File: src/adsr_envelope_generator_unit_macros.svh
// ----------------------------------------------------------------------------
// adsr envelope generator assertion macros
// clocked on clk_i, disabled while rst_ni is low
// ----------------------------------------------------------------------------
`ifndef ADSR_ENVELOPE_GENERATOR_UNIT_MACROS_SVH
`define ADSR_ENVELOPE_GENERATOR_UNIT_MACROS_SVH
`ifndef NO_ASSERTIONS
`define ADSR_ASSERT(lbl, cond) \
  lbl: assert property (@(posedge clk_i) disable iff (!rst_ni) (cond)) \
    else $error("adsr assertion failed");
`define ADSR_ASSERT_IMPL(lbl, ante, cons) \
  lbl: assert property (@(posedge clk_i) disable iff (!rst_ni) (ante) |-> (cons)) \
    else $error("adsr implication failed");
`else
`define ADSR_ASSERT(lbl, cond)
`define ADSR_ASSERT_IMPL(lbl, ante, cons)
`endif
`endif

File: src/adsr_pkg.sv
// ----------------------------------------------------------------------------
// adsr_pkg
// shared widths, codes and types of the adsr envelope generator
// ----------------------------------------------------------------------------
`timescale 1ns / 1ps
package adsr_pkg;
  localparam int IDX_W     = 24;
  localparam int FRAC_BITS = 16;
  localparam int FRAC_W    = FRAC_BITS + 1;
  localparam int AMP_W     = 15;
  localparam int PROD_W    = AMP_W + IDX_W;
  localparam int NUM_W     = PROD_W + 1;
  localparam int CFG_IDX_W = 3;
  localparam int CFG_W     = 24;

  localparam logic [FRAC_W+1:0] FRAC_ONE = (FRAC_W+2)'(1) << FRAC_BITS;
  localparam logic [AMP_W-1:0]  LEVEL_MAX = '1;

  localparam logic [1:0] ERR_NONE  = 2'd0;
  localparam logic [1:0] ERR_SUM   = 2'd1;
  localparam logic [1:0] ERR_RANGE = 2'd2;

  localparam logic [CFG_IDX_W-1:0] CFG_NOTE_LENGTH = 3'd0;
  localparam logic [CFG_IDX_W-1:0] CFG_ATTACK      = 3'd1;
  localparam logic [CFG_IDX_W-1:0] CFG_DECAY       = 3'd2;
  localparam logic [CFG_IDX_W-1:0] CFG_HOLD        = 3'd3;
  localparam logic [CFG_IDX_W-1:0] CFG_RELEASE     = 3'd4;
  localparam logic [CFG_IDX_W-1:0] CFG_HOLD_LEVEL  = 3'd5;
  localparam logic [CFG_IDX_W-1:0] CFG_PEAK        = 3'd6;

  typedef struct packed {
    logic       valid;
    logic [1:0] err;
  } tag_t;
endpackage

File: src/adsr_div.sv
// ----------------------------------------------------------------------------
// adsr_div
// pipelined restoring divider, one quotient bit per stage
// ----------------------------------------------------------------------------
`timescale 1ns / 1ps
module adsr_div (
  input  logic                       clk_i,
  input  logic                       rst_ni,
  input  adsr_pkg::tag_t             tag_i,
  input  logic [adsr_pkg::NUM_W-1:0] num_i,
  input  logic [adsr_pkg::IDX_W-1:0] den_i,
  output adsr_pkg::tag_t             tag_o,
  output logic [adsr_pkg::AMP_W-1:0] quo_o
);
  localparam int Stages = adsr_pkg::AMP_W;

  adsr_pkg::tag_t                 tag_q [Stages];
  logic [adsr_pkg::NUM_W-1:0]     rem_q [Stages];
  logic [adsr_pkg::IDX_W-1:0]     den_q [Stages];
  logic [adsr_pkg::AMP_W-1:0]     quo_q [Stages];

  for (genvar s = 0; s < Stages; s++) begin : g_stage
    localparam int Shift = Stages - 1 - s;
    adsr_pkg::tag_t             tag_in;
    logic [adsr_pkg::NUM_W-1:0] rem_in;
    logic [adsr_pkg::NUM_W-1:0] sub;
    logic [adsr_pkg::IDX_W-1:0] den_in;
    logic [adsr_pkg::AMP_W-1:0] quo_in;
    logic                       take;

    if (s == 0) begin : g_first
      assign tag_in = tag_i;
      assign rem_in = num_i;
      assign den_in = den_i;
      assign quo_in = '0;
    end else begin : g_next
      assign tag_in = tag_q[s-1];
      assign rem_in = rem_q[s-1];
      assign den_in = den_q[s-1];
      assign quo_in = quo_q[s-1];
    end

    assign sub  = {{(adsr_pkg::NUM_W-adsr_pkg::IDX_W){1'b0}}, den_in} << Shift;
    assign take = (rem_in >= sub);

    always_ff @(posedge clk_i or negedge rst_ni) begin
      if (!rst_ni) begin
        tag_q[s] <= '0;
      end else begin
        tag_q[s] <= tag_in;
      end
    end

    always_ff @(posedge clk_i) begin
      rem_q[s] <= take ? (rem_in - sub) : rem_in;
      den_q[s] <= den_in;
      quo_q[s] <= {quo_in[adsr_pkg::AMP_W-2:0], take};
    end
  end

  assign tag_o = tag_q[Stages-1];
  assign quo_o = quo_q[Stages-1];
endmodule

File: config.mk
export PLATFORM = sky130hd
export DESIGN_NAME = adsr_div
export DESIGN_NICKNAME = d
export VERILOG_FILES = /design/src/adsr_envelope_generator_unit_macros.svh /design/src/adsr_pkg.sv /design/src/adsr_div.sv
export SDC_FILE = /design/constraint.sdc
export NUM_CORES = 2
export LEC_CHECK = 0
export ABC_CLOCK_PERIOD_IN_PS = 8000
export BUFFER_PORTS_ARGS = -buffer_cell sky130_fd_sc_hd__clkbuf_2
export CAP_MARGIN = 10
export CORE_ASPECT_RATIO = 2
export CORE_UTILIZATION = 40
export DETAILED_ROUTE_END_ITERATION = 6
export PLACE_DENSITY = 0.54
export RECOVER_POWER = 25
export SYNTH_ARGS = -nofsm -noshare
export SYNTH_HDL_FRONTEND = slang
export SYNTH_SLANG_ARGS = --single-unit
File: constraint.sdc
create_clock -name clk_i -period 8 [get_ports clk_i]
set_input_delay 0.8 -clock clk_i [delete_from_list [all_inputs] [get_ports clk_i]]
set_output_delay 0.8 -clock clk_i [all_outputs]
set_load 0.005 [all_outputs]
-- After elaboration in Yosys (flattened, before gate mapping)
Memories as Yosys holds them, arrays and structs flattened.
Cells that the tools add are included.
- flip-flop bits (word level): 45
- word-level logic and storage cells: 78
- output and inout port bits: 18
- memory bits (writable): 1185
- bits of input ports: 69
- memories kept: 3
- add/sub/neg operators: 15
- mux-type cells: 15
- magnitude comparators: 15
- memory list (memory ; depth ; bits a word ; read ports ; clocked after Yosys merged registers in ; write ports ; RTL line ; source):
    rem_q ; 15 ; 40 ; 14 ; 0 ; 15 ; adsr_div.sv:18 ; logic [adsr_pkg::NUM_W-1:0] rem_q [Stages];
    den_q ; 15 ; 24 ; 14 ; 0 ; 15 ; adsr_div.sv:19 ; logic [adsr_pkg::IDX_W-1:0] den_q [Stages];
    quo_q ; 15 ; 15 ; 15 ; 0 ; 15 ; adsr_div.sv:20 ; logic [adsr_pkg::AMP_W-1:0] quo_q [Stages];
- operators by type and width (operator ; count):
    two-way mux 40 bit ; 15
    >= comparator 40 x 24 -> 1 bit ; 1
    >= comparator 40 x 25 -> 1 bit ; 1
    >= comparator 40 x 26 -> 1 bit ; 1
    >= comparator 40 x 27 -> 1 bit ; 1
    >= comparator 40 x 28 -> 1 bit ; 1
    >= comparator 40 x 29 -> 1 bit ; 1
    >= comparator 40 x 30 -> 1 bit ; 1
    >= comparator 40 x 31 -> 1 bit ; 1
    >= comparator 40 x 32 -> 1 bit ; 1
    >= comparator 40 x 33 -> 1 bit ; 1
    >= comparator 40 x 34 -> 1 bit ; 1
    >= comparator 40 x 35 -> 1 bit ; 1
    >= comparator 40 x 36 -> 1 bit ; 1
    >= comparator 40 x 37 -> 1 bit ; 1
    >= comparator 40 x 38 -> 1 bit ; 1
    subtractor 40 x 24 -> 40 bit ; 1
    subtractor 40 x 25 -> 40 bit ; 1
    subtractor 40 x 26 -> 40 bit ; 1
    subtractor 40 x 27 -> 40 bit ; 1
    subtractor 40 x 28 -> 40 bit ; 1
    subtractor 40 x 29 -> 40 bit ; 1
    subtractor 40 x 30 -> 40 bit ; 1
    subtractor 40 x 31 -> 40 bit ; 1
    7 further kinds ; 7

-- Longest topological paths before layout
An unclocked memory read counts as a cell.
- depth after elaboration: 3
- depth in mapped cells: 15
- mapped depth without buffers: 13

-- Least setup slack after synthesis
No wires, ideal clock.
- kind: input to register
- from: input port den_i[5] in the netlist's numbering
- to: memory rem_q[0][26] in the netlist's numbering
- stages on the path: 11
- arrival time: 3366 ps
- buffers on the path: 2
- data required time: 7879 ps
- library setup time: 121 ps
- slack: 4512 ps
- path through: inv_1 ha_1 or4b_2 nor3_1 nand4_1 or4_1 a211o_1 nand3_1 buf_2 buf_2 a21oi_1
- RTL lines (what ; RTL line ; source):
    from (decl) ; adsr_div.sv:11 ; input logic [adsr_pkg::IDX_W-1:0] den_i,
    to (decl) ; adsr_div.sv:18 ;

==> flow_metrics.env <==
export IMPL_track_usage_pct=22.08
export IMPL_cts_root_buf="clkbuf_16"
export IMPL_comb_power_share_pct=41.9
export IMPL_avgSynthCellArea_sq_um=9.368
export IMPL_dp_hpwl_microns=106400
export IMPL_p_per_area_mw_per_mm2=424.6
export IMPL_synth_top_area_share_pct=43.68
export IMPL_place_inst=6494
export IMPL_ys_flop_type="dfxtp_1"
export IMPL_die_w_microns=243.3
export IMPL_worstMarginPinSlew_ns=1.100
export IMPL_netlist_area_sq_mm=0.04657
export IMPL_fp_dieH_microns=484.5
export IMPL_fmax_ghz=0.2218
export IMPL_synth_nets=5414
export IMPL_synth_top_area_cell="dfxtp_1"
export IMPL_yosysWarnings=0
export IMPL_wl_microns=130300
export IMPL_hold_viol=0
export IMPL_drive_above_1_share_pct=7.260
export IMPL_worstSetupPathType="reg2reg"
export IMPL_syn_instance_count=4971
export IMPL_slowest_stage="nor3_1"
export IMPL_crit_path_end_kind="register"
export IMPL_max_cap_violations=0
export IMPL_fin_total_pwr_mw=22.22
export IMPL_clockBufferDepth=3
export IMPL_viasPerCell=5.236
export IMPL_start_util_pct=40.43
export IMPL_rsz0062_at_grt="false"
export IMPL_seqPwrFrac_pct=35.1
export IMPL_crit_buf_inv=2
export IMPL_r2r_setup_slack_ns=3.49
export IMPL_max_stage_delay_ns=0.81
export IMPL_vdd_drop_max_mv=0.2228
export IMPL_synthTopCellsByArea="dfxtp_1, ha_1, a21oi_1"
export IMPL_setup_tns_ns=0
export IMPL_cts_sinks=1061
export IMPL_rows=176
export IMPL_path_clk_slew_ns=0.06
export IMPL_p_int_mw=13.76
export IMPL_drtIter0Drc=1261
export IMPL_maxSlewHeadroom_pct=26.03
export IMPL_status="finished, final reports clean"
export IMPL_final_cells=6682
export IMPL_cts_made_buffers=99
export IMPL_setup_viol=0
export IMPL_slew_viol_final=0
export IMPL_post_cts_buffers=0
export IMPL_hold_slack_ns=0.2019
export IMPL_skew_ns=0.02635
export IMPL_vias=34990
export IMPL_final_period_utilization_pct=56.35
export IMPL_cts_tree="built"
export IMPL_die_area_sq_mm=0.1179
export IMPL_cp_cell_sequence="inv_1 > ha_1 > nand3_1 > nor3_1 > a21boi_0 > a211oi_1 > nand2b_1 > nand3_1 > buf_4 > nand2b_1 > nor4b_1 > xor2_1"
export IMPL_mostFrequentLayoutCell="dfxtp_1"
export IMPL_critPathRequiredTime_ns=8.64
export IMPL_drt_first_pass_iters=5
export IMPL_grt_pass1_wl_microns=197500
export IMPL_ys_ff_latch=1061
export IMPL_swShare_pct=38.09
export IMPL_crit_family="simple AND/OR/NAND/NOR gates"
export IMPL_io_buffers=86
export IMPL_grt_antenna_before_repair=4
export IMPL_area_growth_synth_to_final_pct=12.39
export IMPL_synth_edf_count=0
export IMPL_p_leak_nw=23.12
export IMPL_crit_path_start_kind="register"
export IMPL_overflow=0
export IMPL_fin_nets=5527
export IMPL_clkPwrFrac_pct=23.0
export IMPL_detail_route_antenna_nets=0
export IMPL_crit_path_max_fanout=43
export IMPL_wire_per_inst_microns=19.50
export IMPL_core_sq_mm=0.1152
export IMPL_synth_cell_types=89
export IMPL_grt_max_degree=55
export IMPL_finalCriticalPeriod_ns=4.508
export IMPL_ios=87
export IMPL_synth_async_reset_ratio_pct=4.241
export IMPL_place_gp_congestion=1.268
export IMPL_yosysSeqAreaShare_pct=46.09
export IMPL_htreeDepth=3
export IMPL_hp_class="in2reg"
export IMPL_cp_arrival_ns=5.15
export IMPL_clk_latency_ns=0.72
export IMPL_grt_pass1_vias=36960
export IMPL_power_switching_mw=8.465
export IMPL_layout_common_cells="dfxtp_1, inv_1, nand2_1"
export IMPL_drc=0
==> synthesized netlist by cell type, types with 45 or more instances <==
library cell / n
nor3_1: 80
xnor2_1: 208
inv_1: 464
ha_1: 360
nand4_1: 71
nand3_1: 57
nor4_1: 53
xor2_1: 169
a21oi_1: 371
mux2_2: 58
o21a_1: 49
dfrtp_1: 45
nand2_1: 379
nand2b_1: 75
clkbuf_1: 90
o21ai_0: 322
dfxtp_1: 1016
a21o_1: 155
nor2_1: 295
a31oi_1: 45
nor2b_1: 54
==> worst register-to-register path, stage by stage (launching register included) <==
cell and delay, ns:
dfxtp_1 0.64, inv_1 0.09, ha_1 0.38, nand3_1 0.11
nor3_1 0.81, a21boi_0 0.54, a211oi_1 0.22, nand2b_1 0.30
nand3_1 0.13, buf_4 0.42, nand2b_1 0.24, nor4b_1 0.38
xor2_1 0.18
==> metrics by stage <==
step | util [%] | instance area, sq um | setup WS, ns
final | 45.44 | 52340 | 3.492
after detailed placement | 42.36 | 48780 | 3.588
after global placement | 42.36 | 48780 | 3.594
after global routing | 45.44 | 52340 | 3.304
after floorplan | - | 46570 | 4.512
after CTS | 45.44 | 52330 | 3.689
==> power by group through the flow <==
| stage | logic (mW) | clock network (mW) | registers (mW) |
|---|---|---|---|
| after floorplan | 6.97 | 0 | 7.43 |
| after global placement | 9.22 | 0 | 7.88 |
| after detailed placement | 9.30 | 0 | 7.89 |
| after CTS | 9.34 | 5.27 | 7.78 |
| after global routing | 10.3 | 5.47 | 7.92 |
| final | 9.31 | 5.11 | 7.80 |
==> routing by layer <==
layer	global-route usage, %	part of all wire [%]	vias up
li1	-	-	17510
met1	13.87	26	16430
met2	48.71	61	650
met3	3.179	2.8	398
met4	20.68	10	0
met5	0	0	-
==> final cells by class <==
type,count,area [sq um]
clock inverter,50,724.4
tap,1513,1893
sequential,1061,21470
inverter,465,1745
antenna,4,10.01
timing repair buffer,123,690.7
fill,11220,62830
multi-input combinational,3334,22990
clock buffer,132,2823
==> path summary, 6_finish.rpt <==
check	endpoint	startpoint	cells after the start
max	rem_q[5][36]	den_q[1][29]	12
min	g_stage[1].tag_in[1]	tag_i[1]	1
max reg2reg	rem_q[5][36]	den_q[1][29]	12
min reg2reg	quo_q[1][16]	quo_q[1][0]	0
max in group asynchronous	g_stage[3].tag_in[2]	rst_ni	3
min in group asynchronous	g_stage[11].tag_in[1]	rst_ni	2
==> state kept, by name (all words and copies together), names as in the netlist <==
register,cells
rem_q,560
den_q,336
g_stage.tag_in,42
tag_o,3
quo_q,120
==> what timing repair did <==
| action | CTS | global route |
|---|---|---|
| resized for setup | 0 | 0 |
| hold endpoints to repair | 0 | 9 |
| hold buffers | 0 | 1 |
| endpoints found under the setup margin | 0 | 0 |
==> logic make-up (layout without fill, tap and decap cells) <==
kind of cell | count (synthesis) | in the layout | share of synthesized area [%]
muxes | 61 | 61 | 1.467
DFF | 1061 | 1061 | 46.09
xor gates and xnor gates | 377 | 377 | 7.090
AOI/OAI and AO/OA | 1250 | 1250 | 16.81
adders and majority gates | 374 | 374 | 10.27
other | 0 | 4 | 0
buffers and inverters | 576 | 770 | 4.697
and+or+nand+nor | 1272 | 1272 | 13.57
Note: power is estimated with default switching activity, not from simulation.
